$ cat src/design/ptpt_pkg.sv
// Shared types and constants for the pan/tilt PID tracker.
// No dependencies; used by the tracker, the multiplier and the checker.
package ptpt_pkg;

    localparam int IMAGE_WIDTH_DEF  = 640;
    localparam int IMAGE_HEIGHT_DEF = 480;
    localparam int HALF_ONE_Q16     = 32768;

    // Shared multiplier widths
    localparam int MUL_A_W = 34;
    localparam int MUL_B_W = 16;
    localparam int PROD_W  = 51;

    localparam int CFG_IDX_W  = 3;
    localparam int CFG_DATA_W = 16;

    // Register indexes
    localparam logic [CFG_IDX_W-1:0] REG_GAIN_PROP   = 3'd0;
    localparam logic [CFG_IDX_W-1:0] REG_GAIN_INT    = 3'd1;
    localparam logic [CFG_IDX_W-1:0] REG_GAIN_DERIV  = 3'd2;
    localparam logic [CFG_IDX_W-1:0] REG_PAN_SCALE   = 3'd3;
    localparam logic [CFG_IDX_W-1:0] REG_TILT_SCALE  = 3'd4;
    localparam logic [CFG_IDX_W-1:0] REG_TILT_MIN    = 3'd5;
    localparam logic [CFG_IDX_W-1:0] REG_TILT_MAX    = 3'd6;
    localparam logic [CFG_IDX_W-1:0] REG_LOST_THRESH = 3'd7;

    // Register reset values
    localparam logic [15:0] GAIN_PROP_RST   = 16'd13107;
    localparam logic [15:0] GAIN_INT_RST    = 16'd66;
    localparam logic [15:0] GAIN_DERIV_RST  = 16'd6554;
    localparam logic [15:0] PAN_SCALE_RST   = 16'd9175;
    localparam logic [15:0] TILT_SCALE_RST  = 16'd12288;
    localparam logic [7:0]  TILT_MIN_RST    = 8'd45;
    localparam logic [7:0]  TILT_MAX_RST    = 8'd135;
    localparam logic [10:0] LOST_THRESH_RST = 11'd1000;

    localparam logic [7:0] PAN_MIN    = 8'd0;
    localparam logic [7:0] PAN_MAX    = 8'd180;
    localparam logic [7:0] DEG_CENTRE = 8'd90;

    typedef struct packed {
        logic signed [11:0] point_x;
        logic signed [11:0] point_y;
    } point_t;

    typedef struct packed {
        logic [7:0] pan_degrees;
        logic [7:0] tilt_degrees;
    } servo_t;

endpackage

$ cat src/design/pan_tilt_pid_tracker.sv
// Top level of the two-axis PID pan/tilt tracker.
// Depends on ptpt_pkg and ptpt_mul (the shared multiplier).
//
// Usage
//   Input channel (in_valid / in_stall / in_data): one word holds a detected
//   point (point_x, point_y). A word is taken at a rising edge with in_valid
//   high and in_stall low. in_stall stays high while a point is worked on.
//   Output channel (out_valid / out_stall / out_data): one word per point with
//   the pan and tilt servo angles in whole degrees. A stalled word is held
//   unchanged until taken.
//   Configuration (cfg_we / cfg_index / cfg_data): write a register in one
//   cycle, only while the block is idle. No read-back.
// Timing
//   Each axis runs 12 steps through the sequencer around the single shared
//   17 x 34 bit multiplier (error, sum, P, D, two integral halves, aim update,
//   degree mapping, limiting), and the word is loaded in a final step. A new
//   point is taken only once the sequencer is back in idle. The output register
//   frees the input side: the next point is taken while a word still waits.
//   When the receiver stalls and a second word is ready, the sequencer holds
//   in its final step until the output register drains.
// Reset
//   rst_n clears the control state, restores the register defaults, sets both
//   aims to the image centre and clears the error sums and last errors.
module pan_tilt_pid_tracker
#(
    parameter int IMAGE_WIDTH  = ptpt_pkg::IMAGE_WIDTH_DEF,
    parameter int IMAGE_HEIGHT = ptpt_pkg::IMAGE_HEIGHT_DEF
)
(
    input  logic                                  clk,
    input  logic                                  rst_n,
    input  logic                                  in_valid,
    output logic                                  in_stall,
    input  ptpt_pkg::point_t                      in_data,
    output logic                                  out_valid,
    input  logic                                  out_stall,
    output ptpt_pkg::servo_t                      out_data,
    input  logic                                  cfg_we,
    input  logic [ptpt_pkg::CFG_IDX_W-1:0]        cfg_index,
    input  logic [ptpt_pkg::CFG_DATA_W-1:0]       cfg_data
);

    // Image centre in Q.16
    localparam logic signed [31:0] CENTRE_X = 32'(IMAGE_WIDTH * ptpt_pkg::HALF_ONE_Q16);
    localparam logic signed [31:0] CENTRE_Y = 32'(IMAGE_HEIGHT * ptpt_pkg::HALF_ONE_Q16);

    // Sequencer steps
    localparam logic [3:0] S_IDLE    = 4'd0;
    localparam logic [3:0] S_ERR     = 4'd1;
    localparam logic [3:0] S_SUM     = 4'd2;
    localparam logic [3:0] S_MUL_D   = 4'd3;
    localparam logic [3:0] S_MUL_IH  = 4'd4;
    localparam logic [3:0] S_MUL_IL  = 4'd5;
    localparam logic [3:0] S_I_ADD   = 4'd6;
    localparam logic [3:0] S_I_ACC   = 4'd7;
    localparam logic [3:0] S_AIM     = 4'd8;
    localparam logic [3:0] S_DIFF    = 4'd9;
    localparam logic [3:0] S_MUL_DEG = 4'd10;
    localparam logic [3:0] S_QUOT    = 4'd11;
    localparam logic [3:0] S_LIMIT   = 4'd12;
    localparam logic [3:0] S_DONE    = 4'd13;

    // Saturate a wide signed value to 32 bits
    function automatic logic signed [31:0] sat32(input logic signed [41:0] v);
        logic signed [31:0] r;
        if (v > 42'sd2147483647)
            r = 32'sh7fffffff;
        else if (v < -42'sd2147483648)
            r = 32'sh80000000;
        else
            r = v[31:0];
        return r;
    endfunction

    // Saturate a wide signed value to 40 bits
    function automatic logic signed [39:0] sat40(input logic signed [41:0] v);
        logic signed [39:0] r;
        if (v > 42'sd549755813887)
            r = 40'sh7fffffffff;
        else if (v < -42'sd549755813888)
            r = 40'sh8000000000;
        else
            r = v[39:0];
        return r;
    endfunction

    logic [3:0] state_reg;
    logic [3:0] state_next;
    logic       ax_reg;

    // Configuration registers
    logic [15:0] gain_prop_reg;
    logic [15:0] gain_int_reg;
    logic [15:0] gain_deriv_reg;
    logic [15:0] pan_scale_reg;
    logic [15:0] tilt_scale_reg;
    logic [7:0]  tilt_min_reg;
    logic [7:0]  tilt_max_reg;
    logic [10:0] lost_thresh_reg;

    // Loop state, one entry per axis (x = 0, y = 1)
    logic signed [31:0] aim_reg  [2];
    logic signed [39:0] sum_reg  [2];
    logic signed [31:0] last_reg [2];

    // Working registers
    logic signed [31:0] tgt_x_reg;
    logic signed [31:0] tgt_y_reg;
    logic signed [31:0] err_reg;
    logic signed [32:0] dd_reg;
    logic signed [41:0] acc_reg;
    logic signed [50:0] ih_reg;
    logic signed [56:0] ifull_reg;
    logic signed [32:0] diffc_reg;
    logic signed [19:0] q_reg;
    logic [7:0]         pan_reg;
    logic [7:0]         tilt_reg;

    logic             out_valid_reg;
    ptpt_pkg::servo_t out_data_reg;

    // Multiplier
    logic signed [ptpt_pkg::MUL_A_W-1:0] mul_a;
    logic        [ptpt_pkg::MUL_B_W-1:0] mul_b;
    logic signed [ptpt_pkg::PROD_W-1:0]  prod;

    // Combinational helpers
    logic               in_take;
    logic               out_take;
    logic               out_free;
    logic signed [12:0] px13;
    logic signed [12:0] py13;
    logic signed [12:0] thr13;
    logic               lost;
    logic signed [31:0] aim_cur;
    logic signed [39:0] sum_cur;
    logic signed [31:0] last_cur;
    logic signed [31:0] tgt_cur;
    logic signed [31:0] centre_cur;
    logic [15:0]        scale_cur;
    logic signed [41:0] err_wide;
    logic signed [41:0] sum_wide;
    logic signed [41:0] prod_q16;
    logic signed [41:0] ifull_q16;
    logic signed [19:0] prod_q32;
    logic signed [20:0] deg_val;
    logic signed [20:0] deg_hi;
    logic signed [20:0] deg_lo;
    logic signed [20:0] deg_top;
    logic signed [20:0] deg_clamp;

    assign in_stall  = (state_reg != S_IDLE);
    assign in_take   = in_valid && !in_stall;
    assign out_take  = out_valid_reg && !out_stall;
    assign out_free  = !out_valid_reg || !out_stall;
    assign out_valid = out_valid_reg;
    assign out_data  = out_data_reg;

    // Lost target: both coordinates at or above the threshold, signed compare
    assign px13  = 13'(in_data.point_x);
    assign py13  = 13'(in_data.point_y);
    assign thr13 = $signed({2'b00, lost_thresh_reg});
    assign lost  = (px13 >= thr13) && (py13 >= thr13);

    assign aim_cur    = aim_reg[ax_reg];
    assign sum_cur    = sum_reg[ax_reg];
    assign last_cur   = last_reg[ax_reg];
    assign tgt_cur    = ax_reg ? tgt_y_reg : tgt_x_reg;
    assign centre_cur = ax_reg ? CENTRE_Y : CENTRE_X;
    assign scale_cur  = ax_reg ? tilt_scale_reg : pan_scale_reg;

    assign err_wide = 42'(tgt_cur) - 42'(aim_cur);
    assign sum_wide = 42'(sum_cur) + 42'(err_reg);

    // Divide by 2^16 and 2^32 rounding toward zero: floor shift plus one when
    // negative with nonzero dropped bits
    assign prod_q16  = 42'(prod >>> 16)
                     + {41'd0, prod[ptpt_pkg::PROD_W-1] & (|prod[15:0])};
    assign ifull_q16 = 42'(ifull_reg >>> 16) + {41'd0, ifull_reg[56] & (|ifull_reg[15:0])};
    assign prod_q32  = 20'(prod >>> 32)
                     + {19'd0, prod[ptpt_pkg::PROD_W-1] & (|prod[31:0])};

    // Degree mapping and limits: upper limit first, lower limit second
    assign deg_val   = $signed({13'd0, ptpt_pkg::DEG_CENTRE}) - 21'(q_reg);
    assign deg_hi    = ax_reg ? $signed({13'd0, tilt_max_reg}) : $signed({13'd0, ptpt_pkg::PAN_MAX});
    assign deg_lo    = ax_reg ? $signed({13'd0, tilt_min_reg}) : $signed({13'd0, ptpt_pkg::PAN_MIN});
    assign deg_top   = (deg_val > deg_hi) ? deg_hi : deg_val;
    assign deg_clamp = (deg_top < deg_lo) ? deg_lo : deg_top;

    // Operand select for the shared multiplier
    always_comb
    begin
        case (state_reg)
            S_SUM:
            begin
                mul_a = 34'(err_reg);
                mul_b = gain_prop_reg;
            end
            S_MUL_D:
            begin
                mul_a = 34'(dd_reg);
                mul_b = gain_deriv_reg;
            end
            S_MUL_IH:
            begin
                mul_a = 34'($signed(sum_cur[39:20]));
                mul_b = gain_int_reg;
            end
            S_MUL_IL:
            begin
                mul_a = {14'd0, sum_cur[19:0]};
                mul_b = gain_int_reg;
            end
            S_MUL_DEG:
            begin
                mul_a = 34'(diffc_reg);
                mul_b = scale_cur;
            end
            default:
            begin
                mul_a = 34'(err_reg);
                mul_b = gain_prop_reg;
            end
        endcase
    end

    ptpt_mul u_mul
    (
        .clk  (clk),
        .a    (mul_a),
        .b    (mul_b),
        .prod (prod)
    );

    // Sequencer
    always_comb
    begin
        case (state_reg)
            S_IDLE:    state_next = in_take ? S_ERR : S_IDLE;
            S_ERR:     state_next = S_SUM;
            S_SUM:     state_next = S_MUL_D;
            S_MUL_D:   state_next = S_MUL_IH;
            S_MUL_IH:  state_next = S_MUL_IL;
            S_MUL_IL:  state_next = S_I_ADD;
            S_I_ADD:   state_next = S_I_ACC;
            S_I_ACC:   state_next = S_AIM;
            S_AIM:     state_next = S_DIFF;
            S_DIFF:    state_next = S_MUL_DEG;
            S_MUL_DEG: state_next = S_QUOT;
            S_QUOT:    state_next = S_LIMIT;
            S_LIMIT:   state_next = ax_reg ? S_DONE : S_ERR;
            S_DONE:    state_next = out_free ? S_IDLE : S_DONE;
            default:   state_next = S_IDLE;
        endcase
    end

    always_ff @(posedge clk or negedge rst_n)
    begin
        if (!rst_n)
        begin
            state_reg     <= S_IDLE;
            ax_reg        <= 1'b0;
            out_valid_reg <= 1'b0;
        end
        else
        begin
            state_reg <= state_next;
            if (in_take)
                ax_reg <= 1'b0;
            else if (state_reg == S_LIMIT)
                ax_reg <= 1'b1;
            if (state_reg == S_DONE && out_free)
                out_valid_reg <= 1'b1;
            else if (out_take)
                out_valid_reg <= 1'b0;
        end
    end

    // Configuration registers
    always_ff @(posedge clk or negedge rst_n)
    begin
        if (!rst_n)
        begin
            gain_prop_reg   <= ptpt_pkg::GAIN_PROP_RST;
            gain_int_reg    <= ptpt_pkg::GAIN_INT_RST;
            gain_deriv_reg  <= ptpt_pkg::GAIN_DERIV_RST;
            pan_scale_reg   <= ptpt_pkg::PAN_SCALE_RST;
            tilt_scale_reg  <= ptpt_pkg::TILT_SCALE_RST;
            tilt_min_reg    <= ptpt_pkg::TILT_MIN_RST;
            tilt_max_reg    <= ptpt_pkg::TILT_MAX_RST;
            lost_thresh_reg <= ptpt_pkg::LOST_THRESH_RST;
        end
        else if (cfg_we)
        begin
            case (cfg_index)
                ptpt_pkg::REG_GAIN_PROP:   gain_prop_reg   <= cfg_data;
                ptpt_pkg::REG_GAIN_INT:    gain_int_reg    <= cfg_data;
                ptpt_pkg::REG_GAIN_DERIV:  gain_deriv_reg  <= cfg_data;
                ptpt_pkg::REG_PAN_SCALE:   pan_scale_reg   <= cfg_data;
                ptpt_pkg::REG_TILT_SCALE:  tilt_scale_reg  <= cfg_data;
                ptpt_pkg::REG_TILT_MIN:    tilt_min_reg    <= cfg_data[7:0];
                ptpt_pkg::REG_TILT_MAX:    tilt_max_reg    <= cfg_data[7:0];
                ptpt_pkg::REG_LOST_THRESH: lost_thresh_reg <= cfg_data[10:0];
                default:                   ;
            endcase
        end
    end

    // Loop state: aim starts at the image centre, sums and last errors at zero
    always_ff @(posedge clk or negedge rst_n)
    begin
        if (!rst_n)
        begin
            aim_reg[0]  <= CENTRE_X;
            aim_reg[1]  <= CENTRE_Y;
            sum_reg[0]  <= '0;
            sum_reg[1]  <= '0;
            last_reg[0] <= '0;
            last_reg[1] <= '0;
        end
        else
        begin
            if (state_reg == S_SUM)
            begin
                sum_reg[ax_reg]  <= sat40(sum_wide);
                last_reg[ax_reg] <= err_reg;
            end
            if (state_reg == S_AIM)
                aim_reg[ax_reg] <= sat32(acc_reg);
        end
    end

    // Datapath working registers
    always_ff @(posedge clk)
    begin
        if (in_take)
        begin
            // Latch both targets: image centre when lost, else the point in Q.16
            tgt_x_reg <= lost ? CENTRE_X
                              : {{4{in_data.point_x[11]}}, in_data.point_x, 16'h0000};
            tgt_y_reg <= lost ? CENTRE_Y
                              : {{4{in_data.point_y[11]}}, in_data.point_y, 16'h0000};
        end
        case (state_reg)
            S_ERR:     err_reg   <= sat32(err_wide);
            S_SUM:
            begin
                dd_reg  <= 33'(err_reg) - 33'(last_cur);
                acc_reg <= 42'(aim_cur);
            end
            S_MUL_D:   acc_reg   <= acc_reg + prod_q16;
            S_MUL_IH:  acc_reg   <= acc_reg + prod_q16;
            S_MUL_IL:  ih_reg    <= prod;
            S_I_ADD:   ifull_reg <= (57'(ih_reg) <<< 20) + 57'(prod);
            S_I_ACC:   acc_reg   <= acc_reg + ifull_q16;
            S_DIFF:    diffc_reg <= 33'(aim_cur) - 33'(centre_cur);
            S_QUOT:    q_reg     <= prod_q32;
            S_LIMIT:
            begin
                if (ax_reg)
                    tilt_reg <= deg_clamp[7:0];
                else
                    pan_reg <= deg_clamp[7:0];
            end
            default:   ;
        endcase
        if (state_reg == S_DONE && out_free)
        begin
            out_data_reg.pan_degrees  <= pan_reg;
            out_data_reg.tilt_degrees <= tilt_reg;
        end
    end

endmodule

$ cat src/design/ptpt_mul.sv
// Shared registered multiplier: signed operand times unsigned Q0.16 operand.
// Depends on ptpt_pkg for operand and product widths.
module ptpt_mul
(
    input  logic                                clk,
    input  logic signed [ptpt_pkg::MUL_A_W-1:0] a,
    input  logic        [ptpt_pkg::MUL_B_W-1:0] b,
    output logic signed [ptpt_pkg::PROD_W-1:0]  prod
);

    logic signed [ptpt_pkg::PROD_W-1:0] prod_reg;

    // b is unsigned: widen with a zero sign bit
    always_ff @(posedge clk)
    begin
        prod_reg <= ptpt_pkg::PROD_W'(a) * ptpt_pkg::PROD_W'($signed({1'b0, b}));
    end

    assign prod = prod_reg;

endmodule

$ cat config.mk
export PLATFORM = sky130hd
export DESIGN_NAME = pan_tilt_pid_tracker
export DESIGN_NICKNAME = d
export VERILOG_FILES = /design/src/design/ptpt_pkg.sv /design/src/design/pan_tilt_pid_tracker.sv /design/src/design/ptpt_mul.sv
export SDC_FILE = /design/constraint.sdc
export NUM_CORES = 2
export LEC_CHECK = 0
export BUFFER_PORTS_ARGS = -buffer_cell sky130_fd_sc_hd__buf_2
export CORE_MARGIN = 2
export CORE_UTILIZATION = 55
export CTS_CLUSTER_DIAMETER = 60
export DETAILED_ROUTE_END_ITERATION = 10
export MAX_ROUTING_LAYER = met4
export PLACE_DENSITY = 0.84
export RECOVER_POWER = 50
export SKIP_CTS_REPAIR_TIMING = 1
export SLEW_MARGIN = 10
export SYNTH_ARGS = -nofsm -noshare
export SYNTH_HDL_FRONTEND = slang
export SYNTH_SLANG_ARGS = --single-unit
$ cat constraint.sdc
create_clock -name clk -period 9.7 [get_ports clk]
set_input_delay 0.97 -clock clk [delete_from_list [all_inputs] [get_ports clk]]
set_output_delay 0.97 -clock clk [all_outputs]
set_load 0.02 [all_outputs]
==> parameters.txt <==
Parameter                              Value

Finish
  Area Overhead vs Synth ... 8.16%
  Commonest non-fill, non-tap cell in the layout ... sky130_fd_sc_hd__inv_1
  Net total in the final layout ... 6,894
  Most frequent cells in the layout ... 741 x sky130_fd_sc_hd__inv_1, 733 x sky130_fd_sc_hd__nand2_1, 514 x sky130_fd_sc_hd__fa_1, 368 x sky130_fd_sc_hd__ha_1, 352 x sky130_fd_sc_hd__nor2_1
  Ratio of cells with drive above 1 in the final layout ... 10.5%
  Number of flip-flops in the largest register ... 80

Synth
  Synthesized instance count ... 5,954
  Synth async-reset ratio ... 47.1%
  Post-synthesis register bit count ... 682
  Share of synthesized area occupied by flip-flops and latches ... 31.9%
  Yosys Warn Count ... 0
  Synthesized area per cell ... 9.70 sq um
  Net count after synthesis ... 6,884
  Number of distinct library cell variants in the gate-level netlist after synthesis ... 89
  Most used flip-flop cell after synthesis ... sky130_fd_sc_hd__edfxtp_1
  Post-Syn Area ... 0.0578 sq mm
  Count of flip-flops with a built-in enable after synthesis ... 310

Routing
  DRC violation count after routing ... 0
  Via-to-Cell Ratio ... 6.10
  Routed wire length ... 174,000 um
  Detail Route Antenna Nets ... 0
  Initial DRC Count ... 4,843
  Count of vias placed by the detailed router ... 45,227
  Mean routed wirelength per cell ... 23.4 um
  Number of detailed-routing iterations run before antenna repair ... 8

Global route
  Vias in the first global route ... 45,012
  Number of antenna violations at the first check in global routing ... 3
  Global-route wire length before repair ... 265,000 um
  Overall routing resource usage ... 33.2%
  Aggregate global routing overflow ... 0
  Largest net degree at the start of global routing ... 102

Setup path
  Worst path required time ... 10.26 ns
  Reg2Reg Launch Point ... state_reg[3]
  Worst setup path category ... register to register
  Data arrival time at the worst-slack endpoint ... 9.91 ns
  Cell with the most instances on the worst path ... sky130_fd_sc_hd__fa_1
  Endpoint of the worst setup timing path ... u_mul.prod[48]
  R2r worst-path depth ... 29
  R2R Path End ... u_mul.prod[48]
  Launching instance or port of the critical path ... state_reg[3]
  Crit-path max FO ... 22
  Max incr delay on CP ... 0.71 ns
  Setup crit start kind ... register
  Kind of end point of the critical path ... register
  Setup slack, reg-to-reg ... 0.35 ns
  Critical path's slowest cell ... sky130_fd_sc_hd__o21ai_2

Floorplanning
  Total die area ... 0.108 sq mm
  Core region area ... 0.104 sq mm
  IO Pins ... 66
  Horizontal extent of the die ... 328 um
  Starting Density ... 55.7%
  Total number of placement rows ... 118
  Die Height ... 328 um

Clocking
  H-tree depth ... 3
  Cell at the root of the clock tree ... sky130_fd_sc_hd__clkbuf_16
  Sink count of the clock tree ... 682
  Number of clock buffers inserted by TritonCTS ... 76
  Clock-pin slew on the worst setup and hold paths ... 0.06 ns
  Bufs on Longest Clock Path ... 3
  Clock tree from TritonCTS ... yes
  Clock Latency Late Sink ... 0.65 ns

Worst hold path
  Number of cells on the worst hold path ... 0
  Class of the tightest hold or removal check ... register to register

Run status
  Run status ... finished, violations left
  Failing checks ... max-capacitance violations, max-slew violations

Place
  Detailed placement HPWL ... 134,000 um
  Number of port buffers ... 65
  GP Congestion ... 1.02

STA
  Fmax ... 107 MHz
  Slew of the pin with the lowest slew margin ... 5.97 ns
  Setup clock skew after layout ... 0.0299 ns
  Final worst path period share ... 96.4%
  Max Slew Vio Count ... 525
  Total count of hold-check failures in the final report ... 0
  Accumulated negative setup slack ... 0 ns
  Post-route minimum period ... 9.35 ns
  Max-slew headroom at the worst pin ... -298%
  Setup Viol. Count Final ... 0
  RSZ-0062 raised after global routing ... false

Job
  Max cap viols ... 9
==> layer usage <==
| metal | GRT usage [%] | up-vias | share of wire (%) |
|---|---|---|---|
| li1 | - | 20173 | - |
| met4 | 15.0 | 0 | 5.4 |
| met5 | - | - | 0 |
| met3 | 7.79 | 468 | 10 |
| met2 | 49.5 | 2263 | 44 |
| met1 | 43.3 | 22323 | 40 |
==> area by class of cell <==
type / count / area (sq um)
timing repair buffer: 182 / 1180
multi-input combinational: 4281 / 35800
fill: 8492 / 41300
sequential: 682 / 18400
tap: 1380 / 1730
inverter: 741 / 2780
clock buffer: 96 / 2060
antenna: 4 / 10.0
clock inverter: 45 / 447
==> worst max-delay path: cells and delay by family, from the launching register on <==
kind | cells | cell delay (ns)
AO/OA/AOI/OAI | 11 | 3.02
XOR/XNOR | 1 | 0.15
adder cells (fa/ha/maj) | 7 | 3.35
buffers and inverters | 6 | 1.07
flip-flops | 1 | 0.40
AND/OR/NAND/NOR | 4 | 1.24
==> worst min-delay path by stage <==
stage | from | endpoint | slack, ns
floorplan | tilt_reg[0] | out_data[0] | 0.40
global placement | tilt_reg[3] | out_data[3] | 0.40
detailed placement | tilt_reg[1] | out_data[1] | 0.41
CTS | rst_n | tilt_min_reg[1] | 0.39
global route | pan_reg[2] | out_data[10] | 0.43
finish | tilt_reg[1] | out_data[1] | 0.42
==> stage by stage <==
step,instances,hold slack (ns),setup slack (ns),instance area (sq um),utilization [%]
after floorplan,5954,0.400,0.560,57800,-
after global placement,7266,0.403,0.538,60100,57.9
after detailed placement,7266,0.408,0.447,60100,57.9
after CTS,7407,0.395,0.369,62600,60.3
after global routing,7408,0.429,0.0279,62500,60.2
final,7411,0.419,0.351,62500,60.2
==> synth_stat cells (14+ instances only) <==
library cell               instances  share of area [%]
sky130_fd_sc_hd__a211oi_1         25               0.32
sky130_fd_sc_hd__a21o_1          133                1.7
sky130_fd_sc_hd__a21oi_1         321                2.8
sky130_fd_sc_hd__a22oi_1          74               0.96
sky130_fd_sc_hd__a31oi_1          45               0.49
sky130_fd_sc_hd__and2_1           41               0.44
sky130_fd_sc_hd__and3_1           19               0.21
sky130_fd_sc_hd__buf_1            18               0.12
sky130_fd_sc_hd__clkbuf_1        222                1.4
sky130_fd_sc_hd__dfrtp_1         273                 12
sky130_fd_sc_hd__dfstp_2          48                2.2
sky130_fd_sc_hd__dfxtp_1          51                1.8
sky130_fd_sc_hd__edfxtp_1        310                 16
sky130_fd_sc_hd__fa_1            514                 18
sky130_fd_sc_hd__ha_1            368                8.0
sky130_fd_sc_hd__inv_1           741                4.8
sky130_fd_sc_hd__mux2_2          235                4.6
sky130_fd_sc_hd__mux2i_1          66                1.1
sky130_fd_sc_hd__nand2_1         734                4.8
sky130_fd_sc_hd__nand2b_1         61               0.66
sky130_fd_sc_hd__nand3_1          85               0.74
sky130_fd_sc_hd__nand4_1          36               0.39
sky130_fd_sc_hd__nor2_1          356                2.3
sky130_fd_sc_hd__nor2b_1          70               0.76
sky130_fd_sc_hd__nor3_1           69               0.60
sky130_fd_sc_hd__nor3b_1          14               0.18
sky130_fd_sc_hd__nor4_1           21               0.23
sky130_fd_sc_hd__o211ai_1         19               0.25
sky130_fd_sc_hd__o21a_1           84                1.1
sky130_fd_sc_hd__o21ai_0         277                2.4
sky130_fd_sc_hd__o21ai_1          53               0.46
sky130_fd_sc_hd__o21bai_1         26               0.34
sky130_fd_sc_hd__o221ai_1         26               0.39
sky130_fd_sc_hd__o31ai_1          14               0.18
sky130_fd_sc_hd__or2_2            17               0.18
sky130_fd_sc_hd__or3_1            15               0.16
sky130_fd_sc_hd__xnor2_1         190                2.9
sky130_fd_sc_hd__xor2_1           77                1.2
==> cells by family (layout without fill, tap and decap cells) <==
| kind of cell | count (synthesis) | after routing | synth area share, % |
|---|---|---|---|
| AO/OA/AOI/OAI | 1227 | 1227 | 13.4 |
| XOR/XNOR | 267 | 267 | 4.05 |
| adder cells (fa/ha/maj) | 893 | 893 | 26.0 |
| buffers and inverters | 991 | 1064 | 6.46 |
| flip-flops | 682 | 682 | 31.9 |
| multiplexers | 308 | 308 | 5.87 |
| other | 0 | 4 | 0 |
| AND/OR/NAND/NOR | 1586 | 1586 | 12.3 |
Power is not shown: default switching activity piles up to over one toggle a cycle in this logic, so the estimate is an artifact.
